`config.mk`:
```
export PLATFORM = sky130hd
export DESIGN_NAME = spia_ctrl
export DESIGN_NICKNAME = d
export VERILOG_FILES = /design/src/spia_pkg.sv /design/src/spia_ctrl.sv
export VERILOG_INCLUDE_DIRS = /design/src /design/src/src
export SDC_FILE = /design/constraint.sdc
export NUM_CORES = 1
export LEC_CHECK = 0
export BUFFER_PORTS_ARGS = -buffer_cell sky130_fd_sc_hd__buf_2
export CAP_MARGIN = 20
export CORE_MARGIN = 1.5
export CORE_UTILIZATION = 35
export DETAILED_ROUTE_END_ITERATION = 10
export SLEW_MARGIN = 0
export SYNTH_ARGS = -nofsm -noshare
export SYNTH_HDL_FRONTEND = slang
export SYNTH_SLANG_ARGS = --single-unit
export TNS_END_PERCENT = 20
```
`constraint.sdc`:
```
create_clock -name clk -period 4.97 [get_ports clk]
set_clock_uncertainty 0.2 [all_clocks]
set_input_delay 0.2485 -clock clk [delete_from_list [all_inputs] [get_ports clk]]
set_output_delay 0.2485 -clock clk [all_outputs]
set_load 0.005 [all_outputs]
```
`src/assert_macros.svh`:
```
// Assertion macros shared by the slot pool allocator RTL.
// Every module that asserts has clk and rst_n, which the macros reference.
`ifndef ASSERT_MACROS_SVH
`define ASSERT_MACROS_SVH

// Checked at every rising edge outside reset.
`define ASSERT_CLKED(lbl, prop, msg) \
  lbl: assert property (@(posedge clk) disable iff (!rst_n) (prop)) else $error(msg);

// Implication: when cond holds, res holds at the next edge.
`define ASSERT_NEXT(lbl, cond, res, msg) \
  lbl: assert property (@(posedge clk) disable iff (!rst_n) (cond) |=> (res)) else $error(msg);

`endif

```
`src/spia_pkg.sv`:
```
// Shared types and constants of the slot pool index allocator.
// No dependencies; every other source file but assert_macros.svh imports this package.
package spia_pkg;

  localparam int IDX_W     = 6;
  localparam int CNT_OUT_W = 7;
  localparam int CAP_W     = 7;

  localparam logic [CAP_W-1:0] CAP_RESET = 7'd64;

  typedef enum logic {
    OP_ALLOC = 1'b0,
    OP_FREE  = 1'b1
  } op_t;

  typedef enum logic [1:0] {
    ST_DONE    = 2'd0,
    ST_FULL    = 2'd1,
    ST_IGNORED = 2'd2
  } status_t;

  // Outcome of one operation, known in the cycle it is accepted.
  typedef struct packed {
    logic                 alloc_ok;
    status_t              status;
    logic [CNT_OUT_W-1:0] used_count;
  } res_info_t;

endpackage

```
`src/spia_ctrl.sv`:
```
// Count and capacity registers and the alloc/free decision for each word.
// Depends on spia_pkg and assert_macros.svh.
`include "assert_macros.svh"

module spia_ctrl import spia_pkg::*; #(
  parameter int SLOTS = 64,
  localparam int AW    = $clog2(SLOTS),
  localparam int CNT_W = $clog2(SLOTS + 1)
) (
  input  logic             clk,
  input  logic             rst_n,
  input  logic             cfg_we,
  input  logic [CAP_W-1:0] cfg_wdata,
  input  logic             accept,
  input  op_t              op,
  input  logic [IDX_W-1:0] free_index,
  output logic             rd_en,
  output logic             wr_en,
  output logic [AW-1:0]    addr,
  output logic [IDX_W-1:0] wdata,
  output res_info_t        info
);

  localparam int CMP_W = (CNT_W > CAP_W) ? CNT_W : CAP_W;

  logic [CNT_W-1:0] cnt_r;
  logic [CNT_W-1:0] cnt_nxt;
  logic [CNT_W-1:0] cnt_dec;
  logic [CAP_W-1:0] cap_r;
  logic [CMP_W-1:0] cnt_ext;
  logic [CMP_W-1:0] cnt_nxt_ext;
  logic             full;
  logic             ignore;

  assign cnt_ext     = CMP_W'(cnt_r);
  assign cnt_nxt_ext = CMP_W'(cnt_nxt);
  assign cnt_dec     = cnt_r - 1'b1;
  // A capacity above the stack depth is limited by the depth check.
  assign full   = (cnt_ext >= CMP_W'(cap_r)) || (cnt_r >= CNT_W'(SLOTS));
  assign ignore = (free_index == '0) || (cnt_r <= CNT_W'(1));

  always_comb begin
    cnt_nxt       = cnt_r;
    rd_en         = 1'b0;
    wr_en         = 1'b0;
    addr          = cnt_r[AW-1:0];
    wdata         = free_index;
    info.alloc_ok = 1'b0;
    info.status   = ST_DONE;
    if (accept) begin
      unique case (op)
        OP_ALLOC: begin
          if (full) begin
            info.status = ST_FULL;
          end else begin
            rd_en         = 1'b1;
            info.alloc_ok = 1'b1;
            cnt_nxt       = cnt_r + 1'b1;
          end
        end
        OP_FREE: begin
          if (ignore) begin
            info.status = ST_IGNORED;
          end else begin
            wr_en   = 1'b1;
            addr    = cnt_dec[AW-1:0];
            cnt_nxt = cnt_dec;
          end
        end
        default: begin
          info.status = ST_DONE;
        end
      endcase
    end
    info.used_count = cnt_nxt_ext[CNT_OUT_W-1:0];
  end

  always_ff @(posedge clk) begin
    if (!rst_n) begin
      cnt_r <= CNT_W'(1);
      cap_r <= CAP_RESET;
    end else if (cfg_we) begin
      cnt_r <= CNT_W'(1);
      cap_r <= cfg_wdata;
    end else begin
      cnt_r <= cnt_nxt;
    end
  end

  `ASSERT_CLKED(a_cnt_range, (cnt_r >= CNT_W'(1)) && (cnt_r <= CNT_W'(SLOTS)), "used count out of range")
  `ASSERT_CLKED(a_rw_excl, !(rd_en && wr_en), "stack read and write in one cycle")

endmodule

```
==> results.md <==
* Portion of synthesized cell area occupied by the leading cell type at between 20 and 25%
* Area occupied by multi-input gates at roughly 830 um2
* Average wire per cell in the routed design at around 12 um
* Count of final max-slew check failures at 0
* Horizontal die dimension at 62.4 um
* Diode insertion count for antenna repair at 0
* Leakage dissipation at a little over 0.7 nW
* Global-route congestion overflow total at 0
* Setup crit start: cnt_ext[5]
* CP Data Arrival Time at between 2 and 3 ns
* Post-synthesis net count at between 150 and 200
* Via count of the first global-routing pass at roughly 1.1k
* Total number of yosys warnings at 0
* Maximum clock rate at ~0.31 GHz
* Resize count post-CTS at 0
* Residual DRC count at 0
* Sequential fraction of design power at 46.0%
* Biggest fanout along the worst timing path at 10
* Transition time of the tightest slew-check pin at approximately 0.57 ns
* Number of detailed-route iterations in the first pass at 4
* Num CTS Buffers at 3
* H-tree depth at 1
* Cell depth of the worst hold path at 3
* Global Route Usage Sum at about 14%
* Initial antenna violation count at 0
* Switch Pwr at ~0.074 mW
* Growth of design area from synthesis to finish at 17.5%
* ANT nets after route at 0
* Busiest layer in global routing: met2
* Die Area at between 3000 and 4000 um2
* Register clock-pin slew on the reported worst setup and hold paths at 0.10 ns
* Number of sinks driven by the clock tree at 14
* EDFF count, synth at 0
* RSZ-0062 raised after global routing: false
* Setup Buffers After CTS at 0
* Worst-case setup slack after placement at about 2.1 ns
* DRT Wirelength at between 2 and 3 mm
* Max-cap viol count at 0
* Overall power of the completed layout at between 0.2 and 0.3 mW
* Combinational power share at approximately a fifth
* Period utilisation layout at between 60% and 70%
* Worst setup margin at 1.79 ns
* FILL cells at about 370
* Setup TNS Final at 0 ns
* Synthesis-stage register bit count at 14
* Wire length of the first global-routing pass at between 4 and 5 mm
* Period minus WS final at approximately 3.2 ns
* Number of buffers inserted by port buffering at a little over 40
* Run status: finished, final reports clean
* Setup crit end kind: primary output
* Max_slew headroom at between 60% and 70%
* Ports placed on the boundary at 42
* Class of the tightest hold or removal check: in -> reg
* Mapped Cells at 143
* Weighted congestion at the end of routability-driven global placement at slightly below 0.8
* Clock latency on the worst-skew pair at roughly 0.28 ns
* R2R cell count at 6
* Startpoint of the lowest-slack register-to-register path: cnt_ext[5]
* Post-synthesis cell type count at 47
* Int Power at 0.187 mW
* Standard-cell rows at 21
* Post-route worst hold slack at about 0.022 ns
* TritonCTS clock tree: built
* Critical path type: reg -> out
* Met1 routing resource usage after global routing at roughly 18%
* Worst-case vdd ir drop at 88.9 uV
* Detailed-placement wirelength estimate at roughly 2.1 mm
* Core box area at 3360 um2
* Starting Density at a little under two fifths
* Sequential cell area fraction in the yosys report at a little under a quarter
* Met2 demand-to-capacity share in global routing at between 20 and 30%
* Element type at the critical path start: register
* Fraction of layout instances using a drive strength above 1 at a little under a third
* Maximum clock path buffer count at 2
* Via density per instance at about 5.0
* Count of endpoints failing hold in the final timing report at 0
* Mapped Area at between 1000 and 1500 um2
* CTS Hold Buffers Added at 1
* Library cell used as clock root buffer: clkbuf_4
* Req. time, crit path at about 4.5 ns
* Area of all sequential standard cells at 280 um2
* Number of nets in the layout at ~210
* Share of flip-flops with an asynchronous set or reset after synthesis at 0%
* Worst min-delay path startpoint: cfg_wdata[2]
* DR iter-0 viols at 25
* Areal power density over the cells at ~180 nW/um2
* Net switching share of the total power at roughly 28%
* Top cell types by occurrence after synthesis: 14 x dfxtp_1, 10 x ha_1, 10 x nand2_1
* Clock network fraction of design power at between 30% and 40%
* Die Y at just over 60 um
* Per-instance average area after synthesis at between 8 and 9 um2
* Synth Flop Type: dfxtp_1
* Top cells by area in the synthesized netlist: dfxtp_1 23%, ha_1 10%, mux2i_1 7.3%
* Number of vias after detailed routing at around 1.1k
* Cell taking the most area after synthesis: dfxtp_1
* Setup violation total in the final timing report at 0
* Met3 layer usage reported by global route at roughly 3.1%
* Leading cell type by number of instances after synthesis: dfxtp_1
* Pin count of the biggest net entering global routing at 13
[metal layers]
metal  vias to the layer above  share of wire (%)  routed length [um]
met4                         0                  0                   0
met1                       511                 45                1220
met2                        28                 49                1320
li1                        574                  -                   -
met5                         -                  0                   0
met3                         0                6.1                 166
[sequential cells by signal, indices dropped and copies added (netlist names)]
signal and cells:
cnt_ext 7, cap_r 7
[worst paths after layout]
check | to | slack [ns]
setup / recovery | info[3] | 1.79
hold / removal | cap_r[2] | 0.02
setup reg to reg | cnt_ext[3] | 2.38
hold reg to reg | cap_r[6] | 0.29
[power by group through the flow]
stage,combinational (mW),sequential [mW],clock (mW)
floorplan,0.0383,0.121,0
global placement,0.0535,0.123,0
detailed placement,0.0543,0.123,0
CTS,0.0552,0.120,0.0901
global route,0.0618,0.121,0.0971
finish,0.0545,0.120,0.0862
[cell type report]
type | instances | area share, %
Multi-Input combinational cell | 107 | 57.0
Sequential cell | 14 | 19.3
Clock buffer | 4 | 2.50
Inverter | 9 | 2.33
Tap cell | 46 | 3.97
Timing Repair Buffer | 42 | 14.8
[per-stage QoR]
stage	std cells	cell area [um2]	util (%)
finish	222	1450	43.1
global route	222	1450	43.1
CTS	222	1450	43.1
detailed placement	217	1400	41.7
global placement	217	1400	41.7
floorplan	143	1230	-
[cell usage in the layout (no fill, tap or decap), types with 2 or more instances in the layout]
cell / count
buf_2: 41
dfxtp_1: 14
nand2_1: 10
ha_1: 10
inv_1: 9
mux2i_1: 9
nor2b_1: 7
nor2_1: 6
nand2b_1: 5
xnor2_1: 5
a21o_1: 4
a31oi_1: 4
nand3_1: 4
nor3_1: 4
a21oi_1: 4
nand4_1: 3
nor3_2: 3
clkbuf_4: 3
o21ai_1: 2
and3_1: 2
[cells by family (layout without fill, tap and decap cells)]
family | count (synthesis) | count (layout) | share of synthesized area (%)
AO/OA/AOI/OAI | 26 | 26 | 16.4
adder cells (fa/ha/maj) | 10 | 10 | 10.1
AND/OR/NAND/NOR | 55 | 55 | 28.0
XOR/XNOR | 6 | 6 | 4.26
flip-flops | 14 | 14 | 22.7
buffers and inverters | 22 | 55 | 10.2
multiplexers | 10 | 10 | 8.22
[critical path: stages (launching register included)]
cell       delay (ns)
dfxtp_1          0.60
ha_1             0.34
a21o_1           0.20
a2111oi_2        0.38
o211a_1          0.41
a41oi_2          0.20
xnor2_1          0.18
buf_2            0.13
No activity file was read; power rests on OpenSTA's default activity.
