$ cat config.mk
export PLATFORM = sky130hd
export DESIGN_NAME = spia_stack
export DESIGN_NICKNAME = d
export VERILOG_FILES = /design/src/spia_pkg.sv /design/src/spia_stack.sv
export VERILOG_INCLUDE_DIRS = /design/src /design/src/src
export SDC_FILE = /design/constraint.sdc
export NUM_CORES = 1
export LEC_CHECK = 0
export ABC_AREA = 1
export BUFFER_PORTS_ARGS = -buffer_cell sky130_fd_sc_hd__buf_4
export CORE_ASPECT_RATIO = 0.75
export CORE_MARGIN = 2
export CORE_UTILIZATION = 30
export DETAILED_ROUTE_END_ITERATION = 16
export HOLD_SLACK_MARGIN = 0.1
export PLACE_DENSITY_LB_ADDON = 0.05
export REMOVE_ABC_BUFFERS = 1
export SLEW_MARGIN = 20
export SYNTH_ARGS = -nofsm -noshare
export SYNTH_HDL_FRONTEND = slang
export SYNTH_SLANG_ARGS = --single-unit
$ cat constraint.sdc
create_clock -name clk -period 4.4 [get_ports clk]
set_input_delay 0.88 -clock clk [delete_from_list [all_inputs] [get_ports clk]]
set_output_delay 0.88 -clock clk [all_outputs]
set_load 0.05 [all_outputs]
$ cat src/assert_macros.svh
// Assertion macros shared by the slot pool allocator RTL.
// Every module that asserts has clk and rst_n, which the macros reference.
`ifndef ASSERT_MACROS_SVH
`define ASSERT_MACROS_SVH

// Checked at every rising edge outside reset.
`define ASSERT_CLKED(lbl, prop, msg) \
  lbl: assert property (@(posedge clk) disable iff (!rst_n) (prop)) else $error(msg);

// Implication: when cond holds, res holds at the next edge.
`define ASSERT_NEXT(lbl, cond, res, msg) \
  lbl: assert property (@(posedge clk) disable iff (!rst_n) (cond) |=> (res)) else $error(msg);

`endif

$ cat src/spia_pkg.sv
// Shared types and constants of the slot pool index allocator.
// No dependencies; every other source file but assert_macros.svh imports this package.
package spia_pkg;

  localparam int IDX_W     = 6;
  localparam int CNT_OUT_W = 7;
  localparam int CAP_W     = 7;

  localparam logic [CAP_W-1:0] CAP_RESET = 7'd64;

  typedef enum logic {
    OP_ALLOC = 1'b0,
    OP_FREE  = 1'b1
  } op_t;

  typedef enum logic [1:0] {
    ST_DONE    = 2'd0,
    ST_FULL    = 2'd1,
    ST_IGNORED = 2'd2
  } status_t;

  // Outcome of one operation, known in the cycle it is accepted.
  typedef struct packed {
    logic                 alloc_ok;
    status_t              status;
    logic [CNT_OUT_W-1:0] used_count;
  } res_info_t;

endpackage

$ cat src/spia_stack.sv
// Free index stack: single-port synchronous memory with a registered read.
// Depends on spia_pkg and assert_macros.svh.
`include "assert_macros.svh"

module spia_stack import spia_pkg::*; #(
  parameter int SLOTS = 64,
  localparam int AW    = $clog2(SLOTS),
  localparam int CNT_W = $clog2(SLOTS + 1)
) (
  input  logic             clk,
  input  logic             rst_n,
  input  logic             fill,
  input  logic             rd_en,
  input  logic             wr_en,
  input  logic [AW-1:0]    addr,
  input  logic [IDX_W-1:0] wdata,
  output logic [IDX_W-1:0] rd_data
);

  logic [IDX_W-1:0] mem [SLOTS];
  logic [IDX_W-1:0] rd_q_r;
  logic [IDX_W-1:0] dflt_q_r;
  logic             hit_q_r;
  logic [CNT_W-1:0] hw_r;
  logic [CNT_W-1:0] addr_p1;

  // Entries at or above the high-water mark have not been written since the
  // last fill or reset, so a read of one returns its own position as the free index.
  assign addr_p1 = CNT_W'(addr) + 1'b1;

  always_ff @(posedge clk) begin
    if (wr_en) begin
      mem[addr] <= wdata;
    end
    if (rd_en) begin
      rd_q_r   <= mem[addr];
      hit_q_r  <= (CNT_W'(addr) < hw_r);
      dflt_q_r <= IDX_W'(addr);
    end
  end

  always_ff @(posedge clk) begin
    if (!rst_n || fill) begin
      hw_r <= '0;
    end else if (wr_en && (addr_p1 > hw_r)) begin
      hw_r <= addr_p1;
    end
  end

  assign rd_data = hit_q_r ? rd_q_r : dflt_q_r;

  `ASSERT_CLKED(a_hw_in_range, hw_r <= CNT_W'(SLOTS), "high-water mark beyond stack depth")

endmodule

==> summary.md <==
| Metric | Value |
|---|---|
| Number of synthesized register bits | 404 |
| Root Buffer Master | sky130_fd_sc_hd__clkbuf_16 |
| Number of H-tree branching levels | 2 |
| RD Place Congestion | 0.761 |
| Worst min-delay path class | flip-flop to flip-flop |
| Maximum cell stage delay along the critical path | 0.67 ns |
| Share of async-settable or async-resettable flops after synthesis | 0 |
| Cell count after synthesis | 1468 |
| Share of the synthesized area in the top cell type | 0.696 |
| Vias in the first global route | 10.8k |
| Initial core utilization | 0.305 |
| Yosys Warn Count | 0 |
| Result of the run | completed |
| Length in cells of the worst reg-to-reg path | 7 |
| Number of pins with negative max-slew slack in the final report | 0 |
| Hold path startpoint | hw_r[4] |
| Site row count | 75 |
| Number of I/O port buffers | 22 |
| Dominant cell type by area after synthesis | sky130_fd_sc_hd__edfxtp_1 |
| Combinational cell fraction of total power | 0.064 |
| Top cells by area in the synthesized netlist | sky130_fd_sc_hd__edfxtp_1, sky130_fd_sc_hd__nand2_1, sky130_fd_sc_hd__nor2_1, sky130_fd_sc_hd__o211ai_1, sky130_fd_sc_hd__inv_1 |
| Num CTS Buffers | 45 |
| Endpoint kind of the worst setup timing path | flip-flop |
| Multi-input combinational cell area | 0.00408 sq mm |
| Global Route Usage Sum | 0.174 |
| Final worst clock skew | 0.0208 ns |
| Share of total power in the clock network | 0.437 |
| Max transition margin | 0.336 |
| LEAKAGE | 0.00733 uW |
| Overall power | 8590 uW |
| Number of DRC violations after detailed routing | 0 |
| Detailed-route wire length per cell | 22.2 microns |
| Pint | 6590 uW |
| Global-route wire length before repair | 74.4 mm |
| Post-layout min period | 2.83 ns |
| DIE AREA | 0.0590 sq mm |
| Standard cell core area | 0.0561 sq mm |
| Setup repair after global routing missed its margin | false |
| DR vias | 10.6k |
| Final critical-path share of the clock period | 0.643 |
| Total power density per cell area | 439 mW/mm^2 |
| Arrival time at the worst endpoint | 3.03 ns |
| Vias per std cell | 4.66 |
| Worst Hold End | hw_r[4] |
| Setup TNS | 0 ns |
| CP Max Fanout | 53 |
| Worst-case clock buffer depth | 3 |
| Number of gates resized after cts | 0 |
| Critical-path cell with the highest stage delay | sky130_fd_sc_hd__nor2_1 |
| P&R area growth vs syn | 14.3% |
| Commonest cells after routing, fill and taps aside | sky130_fd_sc_hd__edfxtp_1, sky130_fd_sc_hd__nand2_1, sky130_fd_sc_hd__nor2_1 |
| Fraction of power spent switching nets | 0.233 |
| Most frequent standard cell in the layout excluding fill and tap cells | sky130_fd_sc_hd__edfxtp_1 |
| Share of final-layout standard cells stronger than drive strength 1 | 0.120 |
| Avg Inst Size Synth | 11.7 sq um |
| Buf/Inv on CP | 3 |
| Req. time, crit path | 4.60 ns |
| Post-CTS setup-driven buffer insertion count | 0 |
| Die width | 280 microns |
| Maximum capacitance violations | 0 |
| Critical path type | primary input to flip-flop |
| Worst supply voltage drop on vdd | 234 uV |
| Antenna-violating nets left | 0 |
| Sequential Area | 0.0121 sq mm |
| Number of failing hold endpoints at the final stage | 0 |
| Number of antenna violations at the first check in global routing | 0 |
| Pin count of the biggest net entering global routing | 94 |
| Number of inserted filler cells in the final layout | 5640 |
| Prevailing post-synth register cell | sky130_fd_sc_hd__edfxtp_1 |
| R2R Path End | rd_q_r[3] |
| Number of iterations in the first detailed-routing pass | 5 |
| # hold bufs at CTS | 0 |
| Family with the most delay on the worst path | simple AND/OR/NAND/NOR gates |
| Critical-path cell list | buf_8 -> inv_2 -> buf_12 -> nor2_2 -> nand2_1 -> nor2_1 |
| Clock slew seen by the registers of the worst setup and hold paths | 0.06 ns |
| Clock sink count | 404 |
| Number of placed I/O pins | 23 |
| Sum of routed wire length over all layers | 50.4 mm |
| Number of nets in the layout | 1538 |
| Number of different library cells in the post-synthesis netlist | 26 |
| Fmax | 0.353 GHz |
| Critical path startpoint category | primary input |
| Sequential cell area fraction in the yosys report | 0.705 |
| Die Y | 211 microns |
| Portion of total power attributed to sequential cells | 0.499 |
| Global route total overflow | 0 |
| Post-DP HPWL | 29.9 mm |
| Finish-stage setup viols | 0 |
| Worst hold margin | 0.492 ns |
| Cells on Worst Hold Path | 2 |
| Count of flip-flops with a built-in enable after synthesis | 397 |
| TritonCTS clock tree | done |
| Number of diodes added for antenna fixing | 0 |
| Post-synthesis instance area | 0.0171 sq mm |
| R2R Setup Slk | 2.53 ns |
| Sw Pwr | 2000 uW |
| Number of DRC violations after detailed-routing iteration 0 | 704 |
| Clock latency at the later pin of the worst-skew pair | 0.58 ns |
| Slew at the pin with the worst max-slew slack | 0.996 ns |
| Startpoint of the lowest-slack register-to-register path | mem[8][3] |
## cell type report
| cell class | count | share of cell area |
|---|---|---|
| Sequential cell | 404 | 0.617 |
| Multi-Input combinational cell | 834 | 0.208 |
| Clock inverter | 24 | 0.0110 |
| Timing Repair Buffer | 55 | 0.0234 |
| Clock buffer | 56 | 0.0619 |
| Inverter | 166 | 0.0319 |
| Tap cell | 731 | 0.0468 |
## power groups by stage
stage	Combinational, uW	Sequential (uW)	Clock [uW]
3_3_place_gp	572	4370	0
3_5_place_dp	567	4370	0
4_1_cts	568	4290	3860
6_report	553	4290	3750
5_1_grt	616	4290	4000
2_1_floorplan	249	4360	0
## metrics by stage
step	std cells	util	setup slack [ns]	instance area, sq um
6_report	2270	0.349	1.57	19600
5_1_grt	2270	0.349	1.42	19600
4_1_cts	2270	0.349	1.55	19600
3_5_place_dp	2190	0.323	0.936	18100
3_3_place_gp	2190	0.323	0.978	18100
2_1_floorplan	1404	-	0.534	16700
## synth_stat cells (3+ instances only)
library cell	number
sky130_fd_sc_hd__buf_6	10
sky130_fd_sc_hd__mux2_2	6
sky130_fd_sc_hd__o211ai_1	87
sky130_fd_sc_hd__buf_4	9
sky130_fd_sc_hd__nand2_1	280
sky130_fd_sc_hd__o21ai_0	75
sky130_fd_sc_hd__inv_1	163
sky130_fd_sc_hd__or2_2	56
sky130_fd_sc_hd__edfxtp_1	397
sky130_fd_sc_hd__nor3_1	4
sky130_fd_sc_hd__clkbuf_1	20
sky130_fd_sc_hd__nand3_1	61
sky130_fd_sc_hd__or2_0	5
sky130_fd_sc_hd__a21oi_1	6
sky130_fd_sc_hd__o21ai_1	31
sky130_fd_sc_hd__nor2_1	200
sky130_fd_sc_hd__dfxtp_1	7
sky130_fd_sc_hd__ha_1	15
sky130_fd_sc_hd__buf_2	25
sky130_fd_sc_hd__xor2_1	3
## per-layer routing
layer,global-route usage,routed length (microns),vias to the layer above
met3,0.0248,1870,58
met2,0.252,21300,184
met1,0.270,26300,5236
met4,0.0431,942,0
met5,0,0,-
li1,-,-,5101
## tightest hold or removal path, stage by stage, from the launching register on
cell and delay [ns]:
sky130_fd_sc_hd__dfxtp_1 0.31, sky130_fd_sc_hd__nor2_1 0.09, sky130_fd_sc_hd__nor2_1 0.05
## cell families after synthesis
family / share of synthesized area
AOI/OAI and AO/OA: 0.0733
xor gates and xnor gates: 0.00154
adders and majority gates: 0.0110
buffers and inverters: 0.0586
DFF: 0.705
muxes: 0.00395
and+or+nand+nor: 0.147
## worst max path at each step
stage	start	to	slack, ns	cells after the start
2_1_floorplan	addr[2]	mem[53][0]	0.53	4
3_3_place_gp	addr[0]	mem[63][4]	0.98	6
3_5_place_dp	addr[0]	mem[31][5]	0.94	6
4_1_cts	addr[0]	mem[31][1]	1.55	6
5_1_grt	addr[0]	mem[31][1]	1.42	6
6_report	addr[0]	mem[31][3]	1.57	6
## flip-flops by register name, indices dropped and copies added (netlist names)
name	count
dflt_q_r	6
hw_r	7
rd_q_r	6
hit_q_r	1
mem	384
Power figures use the tool's default switching activity.
